==> src/hw/rtl/chd_pkg.sv <==
// ----------------------------------------------------------------------------
// chd_pkg
// Item types and character codes shared by the chunked body decoder.
// ----------------------------------------------------------------------------
`default_nettype none

package chd_pkg;

  // Width of the decoded length reported on every result
  localparam int unsigned CNT_W = 32;

  // Characters that steer the size line parser
  localparam logic [7:0] CH_LF    = 8'h0A;
  localparam logic [7:0] CH_CR    = 8'h0D;
  localparam logic [7:0] CH_TAB   = 8'h09;
  localparam logic [7:0] CH_VT    = 8'h0B;
  localparam logic [7:0] CH_FF    = 8'h0C;
  localparam logic [7:0] CH_SPACE = 8'h20;
  localparam logic [7:0] CH_PLUS  = 8'h2B;
  localparam logic [7:0] CH_MINUS = 8'h2D;
  localparam logic [7:0] CH_X_LO  = 8'h78;
  localparam logic [7:0] CH_X_UP  = 8'h58;

  // One raw byte of the chunked body
  typedef struct packed {
    logic [7:0] in_byte;
    logic       last_byte;
  } chd_in_t;

  // One decoded result
  typedef struct packed {
    logic [7:0]       out_byte;
    logic             is_data;
    logic             done_res;
    logic [CNT_W-1:0] body_length;
  } chd_out_t;

endpackage

`default_nettype wire

==> src/hw/rtl/chd_step.sv <==
// ----------------------------------------------------------------------------
// chd_step
// Decoder state and the single-pass update for one body byte: size line
// parsing, payload pass-through, CR/LF skipping and end-of-body detection.
// ----------------------------------------------------------------------------
`default_nettype none

module chd_step #(
  parameter int unsigned LEN_W = 32
) (
  input  wire              clk_i,
  input  wire              rst_ni,
  input  wire              fire_i,
  input  chd_pkg::chd_in_t item_i,
  output logic             res_valid_o,
  output chd_pkg::chd_out_t res_o
);
  import chd_pkg::*;

  // Parser phases
  localparam logic [2:0] PH_LEAD   = 3'd0;
  localparam logic [2:0] PH_SIGNED = 3'd1;
  localparam logic [2:0] PH_DIGITS = 3'd2;
  localparam logic [2:0] PH_SKIP   = 3'd3;
  localparam logic [2:0] PH_DATA   = 3'd4;
  localparam logic [2:0] PH_TRAIL  = 3'd5;

  // Digit tracking codes
  localparam logic [1:0] DG_NONE   = 2'd0;
  localparam logic [1:0] DG_ZERO   = 2'd1;
  localparam logic [1:0] DG_MANY   = 2'd2;
  localparam logic [1:0] DG_PREFIX = 2'd3;

  // Hex digit decode: {valid, value}
  function automatic logic [4:0] hex_decode(input logic [7:0] ch);
    logic [4:0] r;
    r = '0;
    if (ch >= 8'h30 && ch <= 8'h39) begin
      r = {1'b1, 4'(ch - 8'h30)};
    end else if (ch >= 8'h61 && ch <= 8'h66) begin
      r = {1'b1, 4'(ch - 8'h57)};
    end else if (ch >= 8'h41 && ch <= 8'h46) begin
      r = {1'b1, 4'(ch - 8'h37)};
    end
    return r;
  endfunction

  logic [2:0]       phase_q, phase_d, phase_w;
  logic [LEN_W-1:0] chunk_q, chunk_d;
  logic [CNT_W-1:0] cnt_q, cnt_d;
  logic [1:0]       digits_q, digits_d;
  logic             finished_q, finished_d;

  logic [7:0]       ch;
  logic [4:0]       hex;
  logic             is_blank;
  logic [LEN_W+3:0] shifted;
  logic             data;
  logic             ending;

  assign ch       = item_i.in_byte;
  assign hex      = hex_decode(ch);
  assign is_blank = (ch == CH_SPACE) || (ch == CH_TAB) || (ch == CH_VT) ||
                    (ch == CH_FF) || (ch == CH_CR);
  // Append one hex digit; any bit shifted into the top nibble means saturation
  assign shifted  = {chunk_q, 4'b0000} | {{LEN_W{1'b0}}, hex[3:0]};

  // Compute next state and the result for the byte in the input register
  always_comb begin
    phase_d    = phase_q;
    chunk_d    = chunk_q;
    cnt_d      = cnt_q;
    digits_d   = digits_q;
    finished_d = finished_q;
    data       = 1'b0;
    ending     = 1'b0;

    // Leave the CR/LF skip on any other byte and parse it as a line start
    phase_w = phase_q;
    if (phase_q == PH_TRAIL && ch != CH_CR && ch != CH_LF) begin
      phase_w = PH_LEAD;
    end
    phase_d = phase_w;

    if (!finished_q) begin
      if (phase_w == PH_DATA) begin
        // Pass a payload byte
        data    = 1'b1;
        cnt_d   = (cnt_q == '1) ? cnt_q : cnt_q + CNT_W'(1);
        chunk_d = chunk_q - LEN_W'(1);
        if (chunk_q == LEN_W'(1)) begin
          phase_d = PH_TRAIL;
        end
      end else if (phase_w != PH_TRAIL) begin
        if (ch == CH_LF) begin
          // End of size line
          if (chunk_q == '0) begin
            ending = 1'b1;
          end else begin
            phase_d = PH_DATA;
          end
          digits_d = DG_NONE;
        end else begin
          unique case (phase_w) inside
            PH_LEAD, PH_SIGNED: begin
              if (phase_w == PH_LEAD && is_blank) begin
                phase_d = phase_w;
              end else if (phase_w == PH_LEAD && ch == CH_PLUS) begin
                phase_d = PH_SIGNED;
              end else if (phase_w == PH_LEAD && ch == CH_MINUS) begin
                ending = 1'b1;
              end else if (hex[4]) begin
                chunk_d  = {{(LEN_W-4){1'b0}}, hex[3:0]};
                digits_d = (hex[3:0] == 4'd0) ? DG_ZERO : DG_MANY;
                phase_d  = PH_DIGITS;
              end else begin
                chunk_d = '0;
                phase_d = PH_SKIP;
              end
            end
            PH_DIGITS: begin
              if (digits_q == DG_ZERO && (ch == CH_X_LO || ch == CH_X_UP)) begin
                digits_d = DG_PREFIX;
              end else if (hex[4]) begin
                chunk_d  = (shifted[LEN_W+3:LEN_W] != 4'd0) ? '1 : shifted[LEN_W-1:0];
                digits_d = DG_MANY;
              end else begin
                phase_d = PH_SKIP;
              end
            end
            default: begin
              phase_d = phase_w;
            end
          endcase
        end
      end
      if (item_i.last_byte) begin
        ending = 1'b1;
      end
      if (ending) begin
        finished_d = 1'b1;
      end
    end
  end

  // Emit a result on a payload byte or at the end of the body
  assign res_valid_o       = data || ending;
  assign res_o.out_byte    = data ? ch : 8'h00;
  assign res_o.is_data     = data;
  assign res_o.done_res    = ending;
  assign res_o.body_length = cnt_d;

  // Advance state when the byte is consumed
  always_ff @(posedge clk_i or negedge rst_ni) begin
    if (!rst_ni) begin
      phase_q    <= PH_LEAD;
      chunk_q    <= '0;
      cnt_q      <= '0;
      digits_q   <= DG_NONE;
      finished_q <= 1'b0;
    end else if (fire_i) begin
      phase_q    <= phase_d;
      chunk_q    <= chunk_d;
      cnt_q      <= cnt_d;
      digits_q   <= digits_d;
      finished_q <= finished_d;
    end
  end

  a_data_has_bytes: assert property (@(posedge clk_i) disable iff (!rst_ni)
    phase_q == PH_DATA |-> chunk_q != '0)
    else $error("payload phase with no bytes left");

  a_finished_quiet: assert property (@(posedge clk_i) disable iff (!rst_ni)
    finished_q |-> !res_valid_o)
    else $error("result produced after end of body");

  a_count_monotonic: assert property (@(posedge clk_i) disable iff (!rst_ni)
    fire_i |=> cnt_q >= $past(cnt_q))
    else $error("decoded length decreased");

endmodule

`default_nettype wire

==> src/hw/rtl/http_chunked_body_decoder.sv <==
// ----------------------------------------------------------------------------
// http_chunked_body_decoder
// Decodes an HTTP/1.1 chunked body byte by byte into payload bytes and a
// final decoded length.
// ----------------------------------------------------------------------------
// The decoder takes one raw body byte per clock cycle while neither side
// stalls, and gives at most one item per byte: a payload byte, the
// end-of-body marker, or both. Each byte waits in the input register, where
// a single pass of the parser updates the decoder state and loads the result
// register, so a result passes through the input register and then the
// result register before it is on the output. The parser state loop closes
// in that one pass, which sets the rate of one byte per cycle without stalls.
// A stall on the output holds the result register and, through it, the
// input. After the end of the body every byte is accepted and dropped until
// reset. No clearing pass is needed after reset.
`default_nettype none

module http_chunked_body_decoder #(
  parameter int unsigned LEN_W = 32
) (
  input  wire               clk_i,
  input  wire               rst_ni,
  input  wire               in_valid_i,
  output logic              in_stall_o,
  input  chd_pkg::chd_in_t  in_item_i,
  output logic              out_valid_o,
  input  wire               out_stall_i,
  output chd_pkg::chd_out_t out_item_o
);
  import chd_pkg::*;

  logic     in_valid_q;
  chd_in_t  in_item_q;
  logic     out_valid_q;
  chd_out_t out_item_q;
  logic     out_free;
  logic     fire;
  logic     res_valid;
  chd_out_t res;

  // Result register can take a new item this cycle
  assign out_free   = !out_valid_q || !out_stall_i;
  assign fire       = in_valid_q && out_free;
  assign in_stall_o = in_valid_q && !out_free;

  // Hold the input item until the parser consumes it
  always_ff @(posedge clk_i or negedge rst_ni) begin
    if (!rst_ni) begin
      in_valid_q <= 1'b0;
    end else if (!in_stall_o) begin
      in_valid_q <= in_valid_i;
    end
  end

  always_ff @(posedge clk_i) begin
    if (in_valid_i && !in_stall_o) begin
      in_item_q <= in_item_i;
    end
  end

  chd_step #(
    .LEN_W (LEN_W)
  ) u_step (
    .clk_i       (clk_i),
    .rst_ni      (rst_ni),
    .fire_i      (fire),
    .item_i      (in_item_q),
    .res_valid_o (res_valid),
    .res_o       (res)
  );

  // Load the result register
  always_ff @(posedge clk_i or negedge rst_ni) begin
    if (!rst_ni) begin
      out_valid_q <= 1'b0;
    end else if (out_free) begin
      out_valid_q <= fire && res_valid;
    end
  end

  always_ff @(posedge clk_i) begin
    if (fire && res_valid) begin
      out_item_q <= res;
    end
  end

  assign out_valid_o = out_valid_q;
  assign out_item_o  = out_item_q;

endmodule

`default_nettype wire

==> config.mk <==
export PLATFORM = sky130hd
export DESIGN_NAME = http_chunked_body_decoder
export DESIGN_NICKNAME = d
export VERILOG_FILES = /design/src/hw/rtl/chd_pkg.sv /design/src/hw/rtl/chd_step.sv /design/src/hw/rtl/http_chunked_body_decoder.sv
export SDC_FILE = /design/constraint.sdc
export NUM_CORES = 1
export LEC_CHECK = 0
export BUFFER_PORTS_ARGS = -buffer_cell sky130_fd_sc_hd__buf_2
export CAP_MARGIN = 20
export CORE_ASPECT_RATIO = 1.1
export CORE_UTILIZATION = 60
export CTS_CLUSTER_SIZE = 20
export DETAILED_ROUTE_END_ITERATION = 8
export PLACE_DENSITY_LB_ADDON = 0.08
export SLEW_MARGIN = 20
export SYNTH_ARGS = -nofsm -noshare
export SYNTH_HDL_FRONTEND = slang
export SYNTH_SLANG_ARGS = --single-unit
==> constraint.sdc <==
create_clock -name clk_i -period 3.48 [get_ports clk_i]
set_clock_uncertainty 0.15 [all_clocks]
set_input_delay 0.696 -clock clk_i [delete_from_list [all_inputs] [get_ports clk_i]]
set_output_delay 0.696 -clock clk_i [all_outputs]
set_load 0.005 [all_outputs]
==> qor.csv, run 1 <==
metric,value,unit
global-route wire length before repair,26570,µm
Num CTS Buffers,17,
Worst R2R Path Depth,8,
Post-DRT Antenna Nets,0,
"Design Area, Final",7890,µm²
"CTS clk-pin slew, worst paths",60,ps
vias in the first global route,5473,
final hold vios,0,
Vias,5758,
Avg Inst Size Synth,9.748,µm²
critical path arrival,3230,ps
drt wl/cell,17.77,µm
largest area contributor in the netlist,dfrtp_1,
status,completed,
startpoint types,flip-flop,
Final TNS setup,0,ps
cell at the slowest stage of the critical path,a211o_1,
clk_lat worst skew,430,ps
PnR Total Power,3.668,mW
routed vias/inst,6.314,
initial cell density of the core,62.15,%
I/O pins,57,
Mapped Area,6843,µm²
worst r2r src,in_item_q[2]$_DFFE_PP_,
antenna violations before repair,0,
final period utilization,86.55,%
overall die height,114.0,µm
# DRC,0,
# hold bufs at CTS,0,
CP cell instances,"inv_1, ha_1, a21o_1, o211ai_1, o21ai_0, a211o_1, nor2_4, o221a_2",
Crit path max-delay family,compound AO/OA/AOI/OAI gates,
Slew HR,42.72,%
final WL,16200,µm
share of cells above drive strength 1,15.03,%
post-synth cell types,73,
largest fanout on the critical path,17,
post-CTS sizing,0,
Hold Crit Class,input port to async pin,
VDD IR-drop max,0.0002751,V
post-route worst setup slack,467.9,ps
"Net Count, Synth",723,
Worst Path Buf+Inv,1,
Placed Cells incl. Taps,880,
router iterations before antenna repair,5,
synth warn,0,
largest net degree at the start of global routing,40,
Crit path required time,3690,ps
number of cell rows,40,
top post-synthesis cells by area,"dfrtp_1 (26%), edfxtp_1 (22%), xnor2_1 (6.7%)",
root buffer cell,clkbuf_16,
Setup Buffers After CTS,0,
post-DP HPWL,10670,µm
Max clock buf depth,2,
gr ovfl total,0,
Area growth syn-to-layout,15.30,%
sequential fraction of the synthesis area,48.71,%
top_reg_cell synth,dfrtp_1,
GP Congestion,0.9113,
# H-tree levels,4,
Post-synth EDFFs,51,
reg2reg setup slack,470,ps
# diodes,0,
RSZ-0062 raised after global routing,no,
top cell type's share of synthesized area,26.33,%
minimum clock period,3012,ps
top-count cell post-synth,o21ai_0,
nets@finish,773,
TritonCTS Sinks,123,
fmax,0.3320,GHz
TritonCTS clock tree,built,
fin. max-slew vios,0,
reg2reg end,u_step.chunk_q[7]$_DFFE_PN0P_,
Least-Margin Pin Slew,859.2,ps
Setup Crit Path Kind,flip-flop to flip-flop,
Post-Synthesis Cells,702,
CP endpoint kind,flip-flop,
Initial DRC Count,437,
Chip Width,103.8,µm
Post-synth top cells,"o21ai_0 (82), dfrtp_1 (72), nand2_1 (72), xnor2_1 (52), edfxtp_1 (51)",
max cap viols,0,
Place WS,510.1,ps
# port buffers,56,
Final setup viols,0,
fin cells,912,
core area,11010,µm²
dpl cell area,7269,µm²
Leakage,3.254,nW
total track usage,28.49,%
PD cells,464.9,nW/µm²
CP peak stage delay,550,ps
async set-reset flop share out of synthesis,58.54,%
Synth Register Bits,123,
die area,11840,µm²
==> power breakdown <==
group	internal, mW	leakage [nW]	switching (mW)
clock	1.22	0.294	0.646
sequential	1.53	1.50	0.0298
combinational	0.0846	1.46	0.162
total	2.83	3.25	0.838
==> layer usage <==
layer	share of wire [%]	up-vias	track usage (%)
met5	0	-	0
met4	2.3	0	12.38
met3	5.7	39	6.743
met2	50	237	47.91
met1	42	2789	35.36
li1	-	2693	-
==> layout make-up <==
type	instances	area, µm²
flip-flops and latches	123	3333
multi-input cells	529	3313
fillers	817	3120
clock buffers	22	454.2
repair buffers	70	397.9
well taps	147	183.9
clock inverters	10	166.4
inverters	11	41.29
==> placed cells by master, fill, tap and decap left out, types with 4 or more instances in the layout <==
cell type	instances
a21o_1	4
a21oi_1	22
a22o_1	17
a31oi_1	9
and2_1	18
and3_1	15
and4_1	4
buf_2	56
buf_4	13
bufinv_16	4
clkbuf_1	4
clkbuf_16	17
dfrtp_1	72
edfxtp_1	51
ha_1	8
inv_1	11
nand2_1	72
nand2b_1	7
nand3_1	33
nand4_1	15
nor2_1	37
nor2b_1	6
nor3_1	21
nor4_1	13
o21ai_0	82
o31ai_1	8
or3_1	5
or4_1	4
xnor2_1	52
xor2_1	9
==> metrics by stage <==
step,util [%],hold slack (ps)
5_1_grt,71.66,279.7
3_5_place_dp,66.02,334.8
4_1_cts,71.66,255.4
3_3_place_gp,66.02,328.0
6_report,71.66,232.8
2_1_floorplan,-,250.4
==> cell families after synthesis <==
group / Yosys count / share of synthesized area [%]
AOI/OAI and AO/OA: 187 / 17.79
xor gates and xnor gates: 61 / 7.808
adders and majority gates: 8 / 1.463
buffers and inverters: 50 / 2.944
DFF: 123 / 48.71
muxes: 5 / 0.7862
and+or+nand+nor: 268 / 20.50
==> flip-flops by register name (all words and copies together) (netlist names), 2 cells and up <==
register,flops
in_item_q,9
out_item_o,42
u_step.chunk_q,32
u_step.cnt_q,32
u_step.digits_q,2
u_step.phase_q,3
==> how the worst max path moves through the flow <==
stage,to,from,cells past startpoint,slack (ps)
after CTS,u_step.chunk_q[7]$_DFFE_PN0P_,in_item_q[2]$_DFFE_PP_,8,490
after detailed placement,u_step.chunk_q[7]$_DFFE_PN0P_,in_item_q[2]$_DFFE_PP_,8,510
after floorplan,out_item_o[0]$_DFFE_PP_,in_item_q[5]$_DFFE_PP_,5,550
after global routing,u_step.chunk_q[7]$_DFFE_PN0P_,in_item_q[2]$_DFFE_PP_,8,280
final,u_step.chunk_q[7]$_DFFE_PN0P_,in_item_q[2]$_DFFE_PP_,8,470
after global placement,out_item_o[27]$_DFFE_PP_,u_step.chunk_q[18]$_DFFE_PN0P_,6,590
No activity file was read; power rests on OpenSTA's default activity.
==> run 2: changes to the inputs <==
GPL_ROUTABILITY_DRIVEN = 1   (was not set)
RECOVER_POWER = 25   (was not set)
==> run 2 against run 1 <==
Net effect: hold slack better by 61 ps; core utilization is 0.15 points lower; cell count stayed put; critical endpoint unchanged; largest power group unchanged; sequential share of layout area is 0.087 points higher; the flow now finishes with violations (max-capacitance violations, max-slew violations); global-route usage stayed put; via count stayed put; highest routed layer unchanged; clock-buffer cell count stayed put.
==> qor.csv, run 2 (synthesis results as in run 1) <==
metric,value,unit,change
largest fanout on the critical path,17,,unchanged
CP endpoint kind,flip-flop,,
total track usage,28.49,%,unchanged
Setup Crit Path Kind,flip-flop to flip-flop,,
Max clock buf depth,2,,unchanged
critical path arrival,3220,ps,about the same
Vias,5758,,unchanged
VDD IR-drop max,0.0002751,V,about the same
cell at the slowest stage of the critical path,a211o_1,,
core area,11010,µm²,unchanged
# hold bufs at CTS,0,,unchanged
Final TNS setup,0,ps,unchanged
fin cells,912,,unchanged
Least-Margin Pin Slew,1946,ps,+1087 ps
GP Congestion,0.9113,,unchanged
router iterations before antenna repair,5,,unchanged
Final setup viols,0,,unchanged
nets@finish,773,,unchanged
Area growth syn-to-layout,15.07,%,
Initial DRC Count,463,,+5.9%
PD cells,465.4,nW/µm²,+0.12%
"commonest cells after routing, fill and taps aside","o21ai_0 (82), nand2_1 (72), dfrtp_1 (72), buf_2 (55), xnor2_1 (52)",,
clk_lat worst skew,430,ps,about the same
max cap viols,1,,+1
# port buffers,56,,unchanged
overall die height,114.0,µm,unchanged
number of cell rows,40,,unchanged
"CTS clk-pin slew, worst paths",50,ps,about the same
root buffer cell,clkbuf_16,,
post-DP HPWL,10670,µm,unchanged
CP cell instances,"inv_1, ha_1, a21o_1, o211ai_1, o21ai_0, a211o_1, nor2_4, o221a_2",,
TritonCTS Sinks,123,,unchanged
startpoint types,flip-flop,,
max reg flops,42,,unchanged
routed vias/inst,6.314,,unchanged
TritonCTS clock tree,built,,
CP peak stage delay,540,ps,about the same
Hold Crit Class,input port to flip-flop,,
minimum clock period,3006,ps,-5.707 ps
vias in the first global route,5473,,unchanged
final WL,16140,µm,-0.40%
global-route wire length before repair,26570,µm,unchanged
Num CTS Buffers,17,,unchanged
Setup Buffers After CTS,0,,unchanged
share of cells above drive strength 1,14.90,%,-0.13 points
Crit path max-delay family,compound AO/OA/AOI/OAI gates,,
Leakage,3.246,nW,-0.25%
gr ovfl total,0,,unchanged
Fillers,818,,+0.12%
# H-tree levels,4,,unchanged
Slew HR,-29.73,%,-72 points
Crit path required time,3690,ps,about the same
post-CTS sizing,0,,unchanged
failing checks,"max-capacitance violations, max-slew violations",,
# DRC,0,,unchanged
drt wl/cell,17.69,µm,-0.40%
"most common cell after layout, fill and taps aside",o21ai_0,,
final hold vios,0,,unchanged
Placed Cells incl. Taps,880,,unchanged
Post-DRT Antenna Nets,0,,unchanged
antenna violations before repair,0,,unchanged
initial cell density of the core,62.15,%,unchanged
fin. max-slew vios,35,,+35
# diodes,0,,unchanged
Worst Path Buf+Inv,1,,unchanged
fmax,0.3326,GHz,+0.19%
largest net degree at the start of global routing,40,,unchanged
I/O pins,57,,unchanged
RSZ-0062 raised after global routing,no,,
die area,11840,µm²,unchanged
status,"finished, violations left",,
final period utilization,86.39,%,-0.16 points
Chip Width,103.8,µm,unchanged
==> run 2: cell type report <==
| class | count | area (µm²) | area share [%] |
|---|---|---|---|
| Sequential cell | 123 | 3333 | 42.33 |
| Multi-Input combinational cell | 529 | 3313 | 42.08 |
| Clock buffer | 22 | 454.2 | 5.768 |
| Timing Repair Buffer | 70 | 381.6 | 4.847 |
| Tap cell | 147 | 183.9 | 2.336 |
| Clock inverter | 10 | 166.4 | 2.113 |
| Inverter | 11 | 41.29 | 0.5244 |
==> run 2: layer usage <==
metal | wire [µm] | GRT usage [%] | vias up
li1 | - | - | 2695
met1 | 6714 | 35.36 | 2787
met2 | 8254 | 47.91 | 247
met3 | 911 | 6.743 | 29
met4 | 256 | 12.38 | 0
met5 | 0 | 0 | -
==> run 2: power by group <==
part	internal (mW)	leakage (nW)	switching (mW)	total (mW)
registers	1.53	1.50	0.0293	1.56
clock network	1.22	0.294	0.646	1.86
logic	0.0825	1.45	0.161	0.244
==> run 2: worst reg2reg max path, cell delays in order (launching register included) <==
cell	delay, ps
edfxtp_1	430
inv_1	120
ha_1	290
a21o_1	210
o211ai_1	270
o21ai_0	220
a211o_1	540
nor2_4	460
o221a_2	250
==> run 2: through the flow <==
| stage | worst slack [ps] | cell area (µm²) | hold WS, ps | total power [mW] | utilization [%] |
|---|---|---|---|---|---|
| after floorplan | 554.4 | 6843 | 250.4 | 1.732 | - |
| after detailed placement | 510.1 | 7269 | 334.8 | 1.825 | 66.02 |
| final | 473.6 | 7874 | 293.4 | 3.665 | 71.51 |
| after global routing | 168.8 | 7874 | 279.7 | 3.782 | 71.51 |
| after global placement | 586.6 | 7269 | 328.0 | 1.820 | 66.02 |
| after CTS | 488.6 | 7890 | 255.4 | 3.678 | 71.66 |
==> run 2: worst paths after layout <==
check / start / slack (ps) / depth (start not counted) / endpoint
max: in_item_q[2]$_DFFE_PP_ / 470 / 8 / u_step.chunk_q[7]$_DFFE_PN0P_
min: in_item_i[4] / 290 / 1 / in_item_q[4]$_DFFE_PP_
max reg2reg: in_item_q[2]$_DFFE_PP_ / 470 / 8 / u_step.chunk_q[7]$_DFFE_PN0P_
min reg2reg: u_step.digits_q[1]$_DFFE_PN0P_ / 350 / 1 / u_step.digits_q[1]$_DFFE_PN0P_
max in group asynchronous: rst_ni / 660 / 2 / u_step.chunk_q[5]$_DFFE_PN0P_
min in group asynchronous: rst_ni / 660 / 1 / u_step.cnt_q[15]$_DFFE_PN0P_
